File: config.mk
export PLATFORM = sky130hd
export DESIGN_NAME = asr_div
export DESIGN_NICKNAME = d
export VERILOG_FILES = /design/src/design/asr_pkg.sv /design/src/design/asr_div.sv
export SDC_FILE = /design/constraint.sdc
export NUM_CORES = 1
export LEC_CHECK = 0
export ABC_AREA = 1
export BUFFER_PORTS_ARGS = -buffer_cell sky130_fd_sc_hd__buf_2
export CORE_ASPECT_RATIO = 0.6
export CORE_MARGIN = 2
export CORE_UTILIZATION = 30
export CTS_CLUSTER_DIAMETER = 40
export CTS_CLUSTER_SIZE = 12
export DETAILED_ROUTE_END_ITERATION = 8
export GPL_TIMING_DRIVEN = 0
export PLACE_DENSITY_LB_ADDON = 0.15
export SYNTH_ARGS = -nofsm -noshare
export SYNTH_HDL_FRONTEND = slang
export SYNTH_SLANG_ARGS = --single-unit
File: constraint.sdc
create_clock -name clk -period 3.8 [get_ports clk]
set_input_delay 0.19 -clock clk [delete_from_list [all_inputs] [get_ports clk]]
set_output_delay 0.19 -clock clk [all_outputs]
set_load 0.1 [all_outputs]
File: src/design/asr_pkg.sv
// Shared constants, codes and structs for the averaging sweep recorder.
// No dependencies; used by every other design file except the assertion macro header.
package asr_pkg;

  // buffer geometry
  localparam int MAX_SIGNALS = 8;
  localparam int MAX_POINTS  = 2048;

  // item field widths
  localparam int KIND_W   = 3;
  localparam int SAMPLE_W = 32;
  localparam int SIG_W    = 3;
  localparam int PT_W     = 11;
  localparam int CNT_W    = 12;
  localparam int AVG_W    = 16;

  // arithmetic widths
  localparam int SUM_W = 48;
  localparam int NUM_W = SUM_W + 2;   // 2*sum + n, signed
  localparam int DIV_W = NUM_W - 1;   // magnitude of the numerator
  localparam int DVS_W = AVG_W + 1;   // 2*n
  localparam int DCNT_W = $clog2(DIV_W + 1);

  // sweep buffer address {signal, point}
  localparam int ADDR_W    = SIG_W + PT_W;
  localparam int BUF_DEPTH = MAX_SIGNALS * MAX_POINTS;

  // configuration port
  localparam int CFG_IDX_W  = 1;
  localparam int CFG_DATA_W = 16;
  localparam logic [CFG_IDX_W-1:0] CFG_NUM_AVERAGE = 1'b0;
  localparam logic [CFG_IDX_W-1:0] CFG_NUM_POINTS  = 1'b1;

  // item kinds
  typedef enum logic [KIND_W-1:0] {
    KIND_SAMPLE = 3'd0,
    KIND_START  = 3'd1,
    KIND_STOP   = 3'd2,
    KIND_ERASE  = 3'd3,
    KIND_READ   = 3'd4
  } kind_t;

  // divider request and response
  typedef struct packed {
    logic             start;
    logic [DIV_W-1:0] dividend;
    logic [DVS_W-1:0] divisor;
  } div_req_t;

  typedef struct packed {
    logic             done;
    logic [DIV_W-1:0] quotient;
  } div_rsp_t;

  // buffer ports
  typedef struct packed {
    logic                we;
    logic [ADDR_W-1:0]   addr;
    logic [SAMPLE_W-1:0] data;
  } mem_wr_t;

  typedef struct packed {
    logic              re;
    logic [ADDR_W-1:0] addr;
  } mem_rd_t;

endpackage

File: src/design/asr_div.sv
// Serial restoring divider, one quotient bit per cycle.
// Depends on asr_pkg for widths and the request/response structs.
module asr_div import asr_pkg::*; (
  input  logic     clk,
  input  logic     rst_n,
  input  div_req_t req,
  output div_rsp_t rsp
);

  logic [DIV_W-1:0]  q_r;
  logic [DVS_W-1:0]  rem_r;
  logic [DVS_W-1:0]  d_r;
  logic [DCNT_W-1:0] cnt_r;
  logic              busy_r;
  logic              done_r;

  logic [DVS_W:0] trial;
  logic [DVS_W:0] diff;
  logic           fits;

  // one trial subtraction per step
  always_comb begin
    trial = {rem_r, q_r[DIV_W-1]};
    diff  = trial - {1'b0, d_r};
    fits  = (trial >= {1'b0, d_r});
  end

  // step control
  always_ff @(posedge clk) begin
    if (!rst_n) begin
      busy_r <= 1'b0;
      done_r <= 1'b0;
      cnt_r  <= '0;
    end else begin
      done_r <= 1'b0;
      if (req.start) begin
        busy_r <= 1'b1;
        cnt_r  <= DCNT_W'(DIV_W);
      end else if (busy_r) begin
        cnt_r <= cnt_r - DCNT_W'(1);
        if (cnt_r == DCNT_W'(1)) begin
          busy_r <= 1'b0;
          done_r <= 1'b1;
        end
      end
    end
  end

  // datapath: dividend shifts out the top while quotient bits shift in
  always_ff @(posedge clk) begin
    if (req.start) begin
      q_r   <= req.dividend;
      rem_r <= '0;
      d_r   <= req.divisor;
    end else if (busy_r) begin
      q_r   <= {q_r[DIV_W-2:0], fits};
      rem_r <= fits ? diff[DVS_W-1:0] : trial[DVS_W-1:0];
    end
  end

  assign rsp.done     = done_r;
  assign rsp.quotient = q_r;

endmodule

# After elaboration in Yosys (flattened, before gate mapping)
# Index checks and enable logic that the tools add are counted.
# word_totals
output_inout_bits,50
elab_cells,25
register_bits,91
# classes
n_bitwise,2
magnitude_cmp,1
n_eq_ne,1
mux,9
reduce_logical,3
addsub,2
# op_table
cell,n
$mux W49,2
$ge A18 B17 Y1,1
$mux W17,1
$sub A17 B17 Y17,1
$mux W6,2
$eq A6 B1 Y1 const B,1
$sub A6 B1 Y6 const B,1
$mux W1,4
$reduce_or A3 Y1,1
$not A1 Y1,2
$reduce_bool A2 Y1,1
$reduce_or A2 Y1,1

# Logic depth before layout (Yosys ltp)
# Gate-level depths: netlist (run 1).
# logic_depth
word_depth,4
mapped_depth,15
depth_no_buf,14

# Worst setup path before layout (run 1)
# Ideal clock, no wire load.
# synth_path
path_kind,reg2reg
from,register q_r[48]
to,register rem_r[6]
path_buffers,1
path_stages_with_launch,13
synth_period_minus_slack_ns,2.472
slack_ns,1.328
arrival_ns,2.298
t_required_ns,3.626
setup_time_ns,0.174
cell_sequence,edfxtp_1 -> inv_1 -> ha_1 -> inv_1 -> fa_1 -> nand3_1 -> nand3_2 -> nand2_4 -> nand2_8 -> buf_12 -> nand2_1 -> nand3_1 -> o21ai_1
# synth_via
elab_chain_cells,2
word_cells_on_any_way,3
# synth_rtl
element,line,rtl
start: declaration,asr_div.sv:10,logic [DIV_W-1:0] q_r;
start signal: assignment,asr_div.sv:52,q_r <= req.dividend;
start signal: assignment,asr_div.sv:56,"q_r <= {q_r[DIV_W-2:0], fits};"
$sub A17 B17 Y17 / $ge A18 B17 Y1 (equally long branches),"asr_div.sv:24, asr_div.sv:25",
$mux W17 *,asr_div.sv:57,rem_r <= fits ? diff[DVS_W-1:0] : trial[DVS_W-1:0];
end signal: assignment,asr_div.sv:57,
end: declaration,asr_div.sv:11,logic [DVS_W-1:0] rem_r;
# Mark *: on every way between the ends. The rest lies on a longest branch, timed or not.
# A chain may end at the register's enable or synchronous reset.

# Final worst setup path (run 1)
# layout_path
from,register q_r[48]
to,register rem_r[4]
# Same word-level chain as after synthesis.

==> results of run 1 <==
## synthesized netlist by cell type (3+ instances only)
cell type    n
nand3_2      5
a21oi_1     13
nand3b_1     6
nand2_1    269
buf_6        3
xnor2_1      7
nand4_1      4
dfxtp_1     25
o21ai_0     11
clkbuf_1    10
nor2_1      22
o21ai_1      4
nor2_2       3
edfxtp_1    66
ha_1        19
nand2_2      6
inv_1       84
nand3_1     43
## cell usage in the layout, fill, tap and decap left out, drive strengths merged
cell,count
xnor2,7
o21ai,15
edfxtp,66
nand4,4
clkbuf,20
nand3,48
clkinv,2
and2,2
a21oi,14
nor2,27
a31oi,2
ha,19
nor3b,1
nor3,3
a211oi,1
dfxtp,25
or2,1
fa,1
buf,127
xor2,1
nand3b,6
nand2,277
inv,89
## logic make-up after synthesis
logic type	count (synthesis)
compound gates	32
xor+xnor	8
fa+ha+maj	20
buf+inv	103
flops	91
simple gates	369
## worst reg2reg max path: stages (launching register included)
cell and delay (ns):
edfxtp_1 0.39, inv_1 0.09, ha_1 0.15, inv_1 0.10, fa_1 0.47, nand3_1 0.16, nand3_2 0.12, nand2_4 0.20
buf_6 0.21, nand3_1 0.10, nand3_1 0.09, o21ai_1 0.07
## where the power goes
group	switching, mW	internal [mW]
registers	0.0378	1.16
logic	0.592	0.134
clock network	0.423	0.477
total	1.05	1.77
## worst min-delay path by stage
stage | start | to | slack [ns] | cells after the start
after global placement | req[13] | d_r[13]$_DFFE_PP_ | 0.37 | 1
after global routing | req[16] | d_r[16]$_DFFE_PP_ | 0.006 | 1
after CTS | req[4] | d_r[4]$_DFFE_PP_ | 0.004 | 1
after floorplan | req[0] | d_r[0]$_DFFE_PP_ | 0.29 | 0
after detailed placement | req[10] | d_r[10]$_DFFE_PP_ | 0.37 | 1
final | req[4] | d_r[4]$_DFFE_PP_ | 0.02 | 1
## routing by layer
metal | wire [µm] | up-vias | share of wire [%]
met5 | 0 | - | 0
met4 | 135 | 0 | 0.98
met3 | 804 | 6 | 5.8
met2 | 5580 | 116 | 40
met1 | 7280 | 2047 | 53
li1 | - | 2233 | -
## registers in the layout, indices dropped and copies added (netlist names)
register	cells
d_r	17
rem_r	17
cnt_r	6
q_r	49
busy_r	1
done_r	1
## per-stage QoR
stage                     utilization (%)  cell area (µm²)  worst slack, ns
after global placement               36.2             5880            0.544
final                                38.1             6190             1.54
after CTS                            38.1             6190             1.54
after global routing                 38.1             6190             1.42
after floorplan                         -             5000             1.33
after detailed placement             36.3             5900             1.56
## final cells by class
cell class / count / area (µm²) / share of cell area (%)
buffer: 18 / 113 / 1.82
multi-input combinational: 429 / 2090 / 33.7
tap: 228 / 285 / 4.61
timing repair buffer: 119 / 611 / 9.86
clock buffer: 10 / 239 / 3.86
clock inverter: 6 / 55.1 / 0.889
sequential: 91 / 2480 / 40.1
inverter: 85 / 319 / 5.15
==> metrics.md, run 1 <==
| Metric | Value |
|---|---|
| Worst Path Buf+Inv | `3` |
| Worst vdd ir | `between 0.2 and 0.3 mV` |
| Worst setup path start | `q_r[48]$_DFFE_PP_` |
| Ys Warns | `0` |
| Fin Hold WS | `between 0.015 and 0.02 ns` |
| TritonRoute pass-1 iters | `7` |
| Reg2reg end | `rem_r[4]$_SDFFE_PP0P_` |
| Crit. End Element | `flip-flop` |
| Pwr dens | `roughly 460 mW/mm²` |
| Hold Vio Cnt, Final | `0` |
| Layout cells sized above 1 | `approximately 22%` |
| Die H | `between 100 and 150 µm` |
| Congestion Overflow GR | `0` |
| Yosys reg bits | `slightly above 90` |
| Library cells used by synthesis | `37` |
| Met3 GRT Util | `about 3.7%` |
| Most used cell, CP | `nand3_1` |
| Resized cells post-CTS | `0` |
| Simple-gate share of the synthesized area | `31.8%` |
| Pin count of the biggest net entering global routing | `36` |
| Clk Latency, worst-skew pair | `roughly 0.34 ns` |
| CTS sink count | `between 90 and 100` |
| Setup tns final | `0 ns` |
| Core Area | `approximately 0.016 mm²` |
| Post-synth top area share | `between 30% and 40%` |
| Slowest cell on the critical path | `fa_1` |
| Area of the die | `0.0178 mm²` |
| Primary FF master, synth | `edfxtp_1` |
| Worst-Margin Slew | `about 0.55 ns` |
| Vias per inst | `4.46` |
| I/O Buffers | `between 100 and 150` |
| Placed Cells | `970` |
| R2r startpoint | `q_r[48]$_DFFE_PP_` |
| DP HPWL | `10.5 mm` |
| Status | `complete, no violations` |
| Post-CTS Setup Inserts | `0` |
| Crit. path cell count | `11` |
| Reg2reg path depth | `11` |
| RSZ-0062 raised after global routing | `no` |
| Die W | `approximately 170 µm` |
| Period minus WS final | `2.26 ns` |
| Largest family of logic cells by synthesized area | `simple AND/OR/NAND/NOR gates` |
| Worst Path Max Fanout | `10` |
| Routed via count | `4,402` |
| Adder-cell share of the synthesized area | `under 10%` |
| Area contributors post-synth | `edfxtp_1 40%, nand2_1 20%, dfxtp_1 10%` |
| TritonCTS buffer count | `9` |
| Slew headroom | `about 63%` |
| MaxCap Viol Count | `0` |
| Syn_area_per_cell | `between 8 and 9 µm²` |
| # diodes | `0` |
| CP cell instances | `inv_1, ha_1, inv_1, fa_1, nand3_1, nand3_2, nand2_4, buf_6, nand3_1, nand3_1, o21ai_1` |
| Fmax | `about 0.44 GHz` |
| Synthesized Nets | `just over 700` |
| Initial Util | `a little over 30%` |
| Async SR Flop Fraction | `0%` |
| Endpoints failing setup | `0` |
| Number of flops mapped to enable cells by yosys | `66` |
| Startpoint Class | `flip-flop` |
| Post-CTS Hold Buffers | `0` |
| GPL Wtd Cong | `0.860` |
| DRT iter0 DRCs | `248` |
| Area Growth Syn to Fin | `23.8%` |
| First-pass GRT wire length | `approximately 22 mm` |
| GRT Overall Usage | `around 16%` |
| Critical path class | `reg -> reg` |
| Layout Skew | `~0.013 ns` |
| R2R setup slack | `roughly 1.5 ns` |
| Compound-Gate Fraction of Synth Area | `~3.4%` |
| Max Buffers Root-to-Sink | `2` |
| Rows | `36` |
| Final Total Pwr | `2.82 mW` |
| M1 GR Usage | `25.0%` |
| Synth Instances | `approximately 620` |
| Synthesized area | `approximately 0.0050 mm²` |
| Leak | `approximately 3.2 nW` |
| DRC | `0` |
| Vias in the first global route | `approximately 4,200` |
| Worst EP required | `4.02 ns` |
| CP max stage delay | `0.47 ns` |
| CTS clk-pin slew, worst paths | `~0.08 ns` |
| Initial antenna violation count | `0` |
| Root Driver | `clkbuf_16` |
| Slew Limit Fails | `0` |
| Fillcell total | `1,715` |
| Post-Synth XOR/XNOR Area | `under 10%` |
| Crit path capture | `rem_r[4]$_SDFFE_PP0P_` |
| CP top delay family | `simple AND/OR/NAND/NOR gates` |
| GRT met2 Usage | `a little over a fifth` |
| Post-synthesis cell type with the largest combined area | `edfxtp_1` |
| Mux contribution to synthesized area | `0%` |
| Final #Nets | `approximately 840` |
| CTS tree | `done` |
| CP Data Arrival Time | `between 2 and 2.5 ns` |
| Post-route insts no fill | `approximately 990` |
| Fin crit share | `approximately three fifths` |
| Top Ports | `119` |
| Hold WC Path Type | `in -> reg` |
| Grt peak-use layer | `met1` |
| H-tree levels | `3` |
| WL/cell | `about 14 µm` |
| Detail Route Antenna Nets | `0` |
| Final WL | `~14 mm` |
| Seq/Total Area, Yosys | `roughly 50%` |
No activity file was read; power rests on OpenSTA's default activity.
==> inputs of run 2 (changes only) <==
==> constraint.sdc (replaced) <==
create_clock -name clk -period 2.01 [get_ports clk]
set_input_delay 0.1005 -clock clk [delete_from_list [all_inputs] [get_ports clk]]
set_output_delay 0.1005 -clock clk [all_outputs]
set_load 0.1 [all_outputs]
==> run 2 against run 1 <==
  * Worst setup slack got worse by 1.5 ns
  * Critical endpoint is now rem_r[10]$_SDFFE_PP0P_
  * Total power up 98%
  * Wire length is 8.5% higher
  * Flip-flop and latch count did not move
  * Largest power group unchanged
  * Critical path depth is 1 higher
  * Hold slack got worse by 0.0090 ns
  * Sequential share of layout area is 4.3 points lower
  * Largest cell class unchanged
  * Combinational power up 110%
==> metrics.md, run 2 (synthesized netlist as in run 1, its figures left out) <==
| Metric | Value |
|---|---|
| Status | `complete, no violations` |
| DRC | `0` |
| Worst-Margin Slew | `roughly 0.63 ns` |
| Post-route insts no fill | `between 1,000 and 1,500` |
| Area Growth Syn to Fin | `38.7%` |
| Vias in the first global route | `approximately 4,300` |
| MaxCap Viol Count | `0` |
| Top reg by flops | `q_r` |
| TritonRoute pass-1 iters | `5` |
| First-pass GRT wire length | `approximately 23 mm` |
| R2R setup slack | `around 0.034 ns` |
| Hold WC Path Type | `in -> reg` |
| CP Data Arrival Time | `2.22 ns` |
| Startpoint Class | `flip-flop` |
| I/O Buffers | `about 120` |
| DRT iter0 DRCs | `roughly 350` |
| GRT Overall Usage | `around 17%` |
| Fin crit share | `98.3%` |
| Layout Skew | `around 0.010 ns` |
| Hold Startpoint | `req[29]` |
| Reg2reg path depth | `12` |
| Congestion Overflow GR | `0` |
| Die H | `between 100 and 150 µm` |
| Slew headroom | `between 50 and 60%` |
| Core Area | `between 0.015 and 0.02 mm²` |
| Layout cells sized above 1 | `29.4%` |
| WL/cell | `about 15 µm` |
| RSZ-0062 raised after global routing | `yes` |
| Placed Cells | `969` |
| Fmax | `0.506 GHz` |
| Post-route core utilization | `42.7%` |
| TritonCTS buffer count | `9` |
| Worst EP required | `2.26 ns` |
| Initial antenna violation count | `0` |
| Worst Hold Path EP | `q_r[12]$_DFFE_PP_` |
| Worst Path Max Fanout | `7` |
| Root Driver | `clkbuf_16` |
| Initial Util | `30.8%` |
| Slew Limit Fails | `0` |
| Routed via count | `4,565` |
| Largest register FFs | `49` |
| Critical path class | `reg -> reg` |
| Worst vdd ir | `0.375 mV` |
| Hold Vio Cnt, Final | `0` |
| Top Ports | `roughly 120` |
| Reg2reg end | `rem_r[10]$_SDFFE_PP0P_` |
| Die W | `~170 µm` |
| Largest regs | `q_r (49), d_r (17), rem_r (17)` |
| Area of the die | `around 0.018 mm²` |
| Pin count of the biggest net entering global routing | `19` |
| CTS clk-pin slew, worst paths | `around 0.08 ns` |
| DP HPWL | `~10 mm` |
| Max Buffers Root-to-Sink | `2` |
| # diodes | `0` |
| Detail Route Antenna Nets | `0` |
| Leak | `~3.4 nW` |
| Final WL | `about 15 mm` |
| Pwr dens | `about 810 mW/mm²` |
| GPL Wtd Cong | `slightly below 0.9` |
| CTS sink count | `91` |
| Rows | `36` |
| Endpoints failing setup | `0` |
| Hold path depth | `3` |
| Crit. End Element | `flip-flop` |
| CTS tree | `done` |
| Clk Latency, worst-skew pair | `roughly 0.36 ns` |
| R2r startpoint | `d_r[2]$_DFFE_PP_` |
| Most frequent cells in the layout | `253 x nand2_1, 119 x buf_2, 77 x inv_1` |
| Period minus WS final | `1.98 ns` |
| H-tree levels | `3` |
| Vias per inst | `around 4.5` |
| Final #Nets | `between 800 and 900` |
| Setup tns final | `0 ns` |
| Commonest non-fill, non-tap cell in the layout | `nand2_1` |
## run 2: stage by stage
step | power, mW | area, µm² | setup WS [ns] | hold slack, ns
6_report | 5.60 | 6940 | 0.0335 | 0.0101
5_1_grt | 5.84 | 6940 | -0.0410 | 0.0101
4_1_cts | 5.60 | 6580 | 0.000704 | 0.00172
3_5_place_dp | 3.69 | 5920 | -1.16 | 0.279
3_3_place_gp | 3.68 | 5920 | -1.12 | 0.279
2_1_floorplan | 3.40 | 5040 | -0.312 | 0.199
## run 2: how the worst max path moves through the flow
stage	from	end	slack, ns
after floorplan	q_r[48]$_DFFE_PP_	rem_r[4]$_SDFFE_PP0P_	-0.31
after global placement	req[66]	q_r[36]$_DFFE_PP_	-1.12
after detailed placement	req[66]	rem_r[9]$_SDFFE_PP0P_	-1.16
after CTS	d_r[2]$_DFFE_PP_	rem_r[10]$_SDFFE_PP0P_	0.0007
after global routing	d_r[3]$_DFFE_PP_	rem_r[3]$_SDFFE_PP0P_	-0.04
final	d_r[2]$_DFFE_PP_	rem_r[10]$_SDFFE_PP0P_	0.03
## run 2: worst max-delay path, stage by stage (launching register included)
cell and delay (ns):
edfxtp_1 0.35, inv_1 0.05, ha_1 0.29, buf_6 0.13
nand2_1 0.09, nand3b_1 0.21, nor2_4 0.17, nor2_8 0.09
nand2_8 0.11, buf_12 0.13, nand3_2 0.09, nand3_1 0.09
nand2_1 0.05
## run 2: final cells by class
class	count	area (µm²)
sequential	91	2480
timing repair buffer	153	926
multi-input combinational	431	2440
tap	228	285
fill	1633	9320
clock buffer	9	225
timing repair inverter	3	22.5
buffer	18	136
clock inverter	7	92.6
inverter	85	325
## run 2: per-layer routing
| metal | GRT usage [%] | wire length (µm) |
|---|---|---|
| met1 | 27.0 | 8080 |
| met2 | 21.8 | 5920 |
| met3 | 3.39 | 817 |
| met4 | 4.03 | 152 |
| met5 | 0 | 0 |
## run 2: power by group
group          total (mW)  leakage, nW  switching [mW]  internal [mW]
sequential           2.26        0.873          0.0737           2.19
combinational        1.50         2.33            1.17          0.327
clock                1.84        0.155           0.840          0.999
## run 2: timing repair
| action | in CTS | in global routing |
|---|---|---|
| hold buffers | 19 | 0 |
| hold endpoints to repair | 19 | 0 |
| pin swaps | 3 | 12 |
| gates cloned | 3 | 3 |
| buffers inserted | 5 | 10 |
| endpoints found under the setup margin | 64 | 67 |
| gates resized for setup | 16 | 56 |
==> inputs of run 3 (changes only) <==
--- a/config.mk
+++ b/config.mk
@@ -15,6 +15,8 @@
 export DETAILED_ROUTE_END_ITERATION = 8
 export GPL_TIMING_DRIVEN = 0
 export PLACE_DENSITY_LB_ADDON = 0.15
+export RECOVER_POWER = 25
+export SLEW_MARGIN = 20
 export SYNTH_ARGS = -nofsm -noshare
 export SYNTH_HDL_FRONTEND = slang
 export SYNTH_SLANG_ARGS = --single-unit
==> constraint.sdc (replaced) <==
create_clock -name clk -period 1.9 [get_ports clk]
set_input_delay 0.095 -clock clk [delete_from_list [all_inputs] [get_ports clk]]
set_output_delay 0.095 -clock clk [all_outputs]
set_load 0.1 [all_outputs]
==> run 3 against run 2 <==
  * The run now ends with negative setup slack left
  * Total power increased by 6.3%
  * First-iteration DRC count decreased by 21%
  * Global-route usage increased by 0.19 points
  * Clock skew decreased by 0.0039 ns
  * Final cell count increased by 0.20%
  * Fmax increased by 1.2%
  * Largest cell class is now multi-input combinational cells
  * Critical path type unchanged
  * Utilization increased by 1.0 points
==> metrics.md, run 3 (synthesized netlist as in run 1, its figures left out) <==
| Metric | Value |
|---|---|
| TritonCTS buffer count | `9` |
| GPL Wtd Cong | `0.884` |
| Core Area | `0.0163 mm²` |
| CTS tree | `done` |
| Failing checks | `negative setup slack` |
| Hold Startpoint | `req[29]` |
| Pwr dens | `~840 mW/mm²` |
| Initial antenna violation count | `0` |
| Period minus WS final | `just under 2 ns` |
| DP Area | `slightly below 0.006 mm²` |
| WL/cell | `between 10 and 15 µm` |
| Top Ports | `around 120` |
| Endpoints failing setup | `13` |
| Routed via count | `4,542` |
| Slew headroom | `approximately 23%` |
| Initial Util | `a little under a third` |
| Rows | `36` |
| Hold path depth | `3` |
| Die W | `roughly 170 µm` |
| Commonest non-fill, non-tap cell in the layout | `nand2_1` |
| Worst vdd ir | `0.396 mV` |
| DP HPWL | `between 10 and 15 mm` |
| Final Total Pwr | `~6.0 mW` |
| P_int | `3.74 mW` |
| Hold Vio Cnt, Final | `0` |
| Post-route insts no fill | `just over 1,000` |
| Leak | `about 3.4 nW` |
| I/O Buffers | `118` |
| Layout cells sized above 1 | `around a third` |
| R2R setup slack | `-0.05 ns` |
| Clock share of power | `around 33%` |
| CTS sink count | `91` |
| Combinational share of power | `27.2%` |
| Root Driver | `clkbuf_16` |
| Worst Path Max Fanout | `10` |
| Area of the die | `between 0.015 and 0.02 mm²` |
| TritonRoute pass-1 iters | `7` |
| GRT Overall Usage | `between 15 and 20%` |
| First-pass GRT wire length | `about 23 mm` |
| Crit. End Element | `flip-flop` |
| Reg2reg end | `rem_r[10]$_SDFFE_PP0P_` |
| Critical path class | `reg -> reg` |
| Die H | `104 µm` |
| DRT iter0 DRCs | `279` |
| MaxCap Viol Count | `0` |
| Sw frac | `37.1%` |
| Final #Nets | `883` |
| Clk Latency, worst-skew pair | `around 0.35 ns` |
| R2r startpoint | `d_r[7]$_DFFE_PP_` |
| Setup tns final | `-0.348 ns` |
| DRC | `0` |
| Psw | `2.21 mW` |
| # diodes | `0` |
| Fin crit share | `103%` |
| Area Growth Syn to Fin | `42.0%` |
| Max Buffers Root-to-Sink | `2` |
| Status | `finished with violations` |
| Layout Skew | `between 0.006 and 0.007 ns` |
| Hold WC Path Type | `in -> reg` |
| Startpoint Class | `flip-flop` |
| Worst setup margin | `-0.0539 ns` |
| Reg2reg path depth | `12` |
| Placed Cells | `970` |
| CTS clk-pin slew, worst paths | `around 0.080 ns` |
| Worst EP required | `~2.1 ns` |
| Most frequent cells in the layout | `240 x nand2_1, 107 x buf_2, 69 x inv_1` |
| CP Data Arrival Time | `around 2.2 ns` |
| Fmax | `a little over 0.5 GHz` |
| Pin count of the biggest net entering global routing | `30` |
| H-tree levels | `3` |
| Worst-Margin Slew | `1.16 ns` |
| Largest regs | `q_r (49), d_r (17), rem_r (17)` |
| Fillcell total | `~1,600` |
| RSZ-0062 raised after global routing | `yes` |
| Final instance area | `0.00711 mm²` |
| Congestion Overflow GR | `0` |
| Seq pwr share | `between 40% and 50%` |
| Slew Limit Fails | `0` |
| Top reg by flops | `q_r` |
| Vias in the first global route | `4,365` |
| Detail Route Antenna Nets | `0` |
| Vias per inst | `approximately 4.4` |
| Largest register FFs | `49` |
| Worst Hold Path EP | `q_r[12]$_DFFE_PP_` |
| Final WL | `around 15 mm` |
## run 3: per-stage QoR
stage / setup slack [ns] / hold WS, ns / util (%)
2_1_floorplan: -0.422 / 0.194 / -
3_3_place_gp: -1.23 / 0.273 / 36.4
3_5_place_dp: -0.837 / 0.273 / 36.5
4_1_cts: -0.0406 / 0.000550 / 41.7
5_1_grt: -0.139 / 0.0128 / 43.7
6_report: -0.0539 / 0.0147 / 43.7
## run 3: worst max path at each step
stage,depth (start not counted),start,slack (ns),to
after floorplan,12,q_r[48]$_DFFE_PP_,-0.42,rem_r[4]$_SDFFE_PP0P_
after global placement,4,req[66],-1.23,q_r[36]$_DFFE_PP_
after detailed placement,5,req[66],-0.84,q_r[10]$_DFFE_PP_
after CTS,12,d_r[9]$_DFFE_PP_,-0.04,rem_r[10]$_SDFFE_PP0P_
after global routing,12,q_r[48]$_DFFE_PP_,-0.14,rem_r[4]$_SDFFE_PP0P_
final,12,d_r[7]$_DFFE_PP_,-0.05,rem_r[10]$_SDFFE_PP0P_
## run 3: power groups by stage
stage | clock network (mW) | logic [mW] | registers, mW
floorplan | 0 | 0.362 | 3.23
global placement | 0 | 1.46 | 2.44
detailed placement | 0 | 1.47 | 2.43
CTS | 2.00 | 1.57 | 2.39
global route | 2.08 | 1.71 | 2.42
finish | 1.94 | 1.62 | 2.40
## run 3: per-layer routing
layer	vias up	GRT usage [%]	wire length, µm
met3	9	3.23	723
met5	-	0	0
met4	0	3.79	115
met1	2103	26.6	7940
met2	115	23.1	6050
li1	2315	-	-
## run 3: critical path, cell delays in order (launching register included)
cell	delay (ns)
edfxtp_1	0.34
inv_2	0.05
ha_4	0.30
nand2_2	0.09
nor2_2	0.17
nand3b_1	0.14
nor2_4	0.16
nor2_8	0.09
nand2_8	0.09
buf_12	0.15
nand3_2	0.10
nand3_1	0.09
nand2_1	0.05
## run 3: final cells by class
type | instances | area [µm²] | share of cell area (%)
multi-input cells | 429 | 2540 | 35.8
repair buffers | 159 | 1000 | 14.1
well taps | 228 | 285 | 4.01
flip-flops and latches | 91 | 2480 | 34.9
inverters | 85 | 325 | 4.58
plain buffers | 18 | 138 | 1.94
clock buffers | 9 | 225 | 3.17
clock inverters | 7 | 93.8 | 1.32
repair inverters | 1 | 7.51 | 0.106
## run 3: timing repair
action                                 4_1_cts  5_1_grt
cloned                                       1        2
setup buffers                               12        7
setup endpoints to repair                   66       21
endpoints found under the hold margin       19        0
pin swaps                                   10       15
resized for setup                           48       60
hold buffers                                19        0
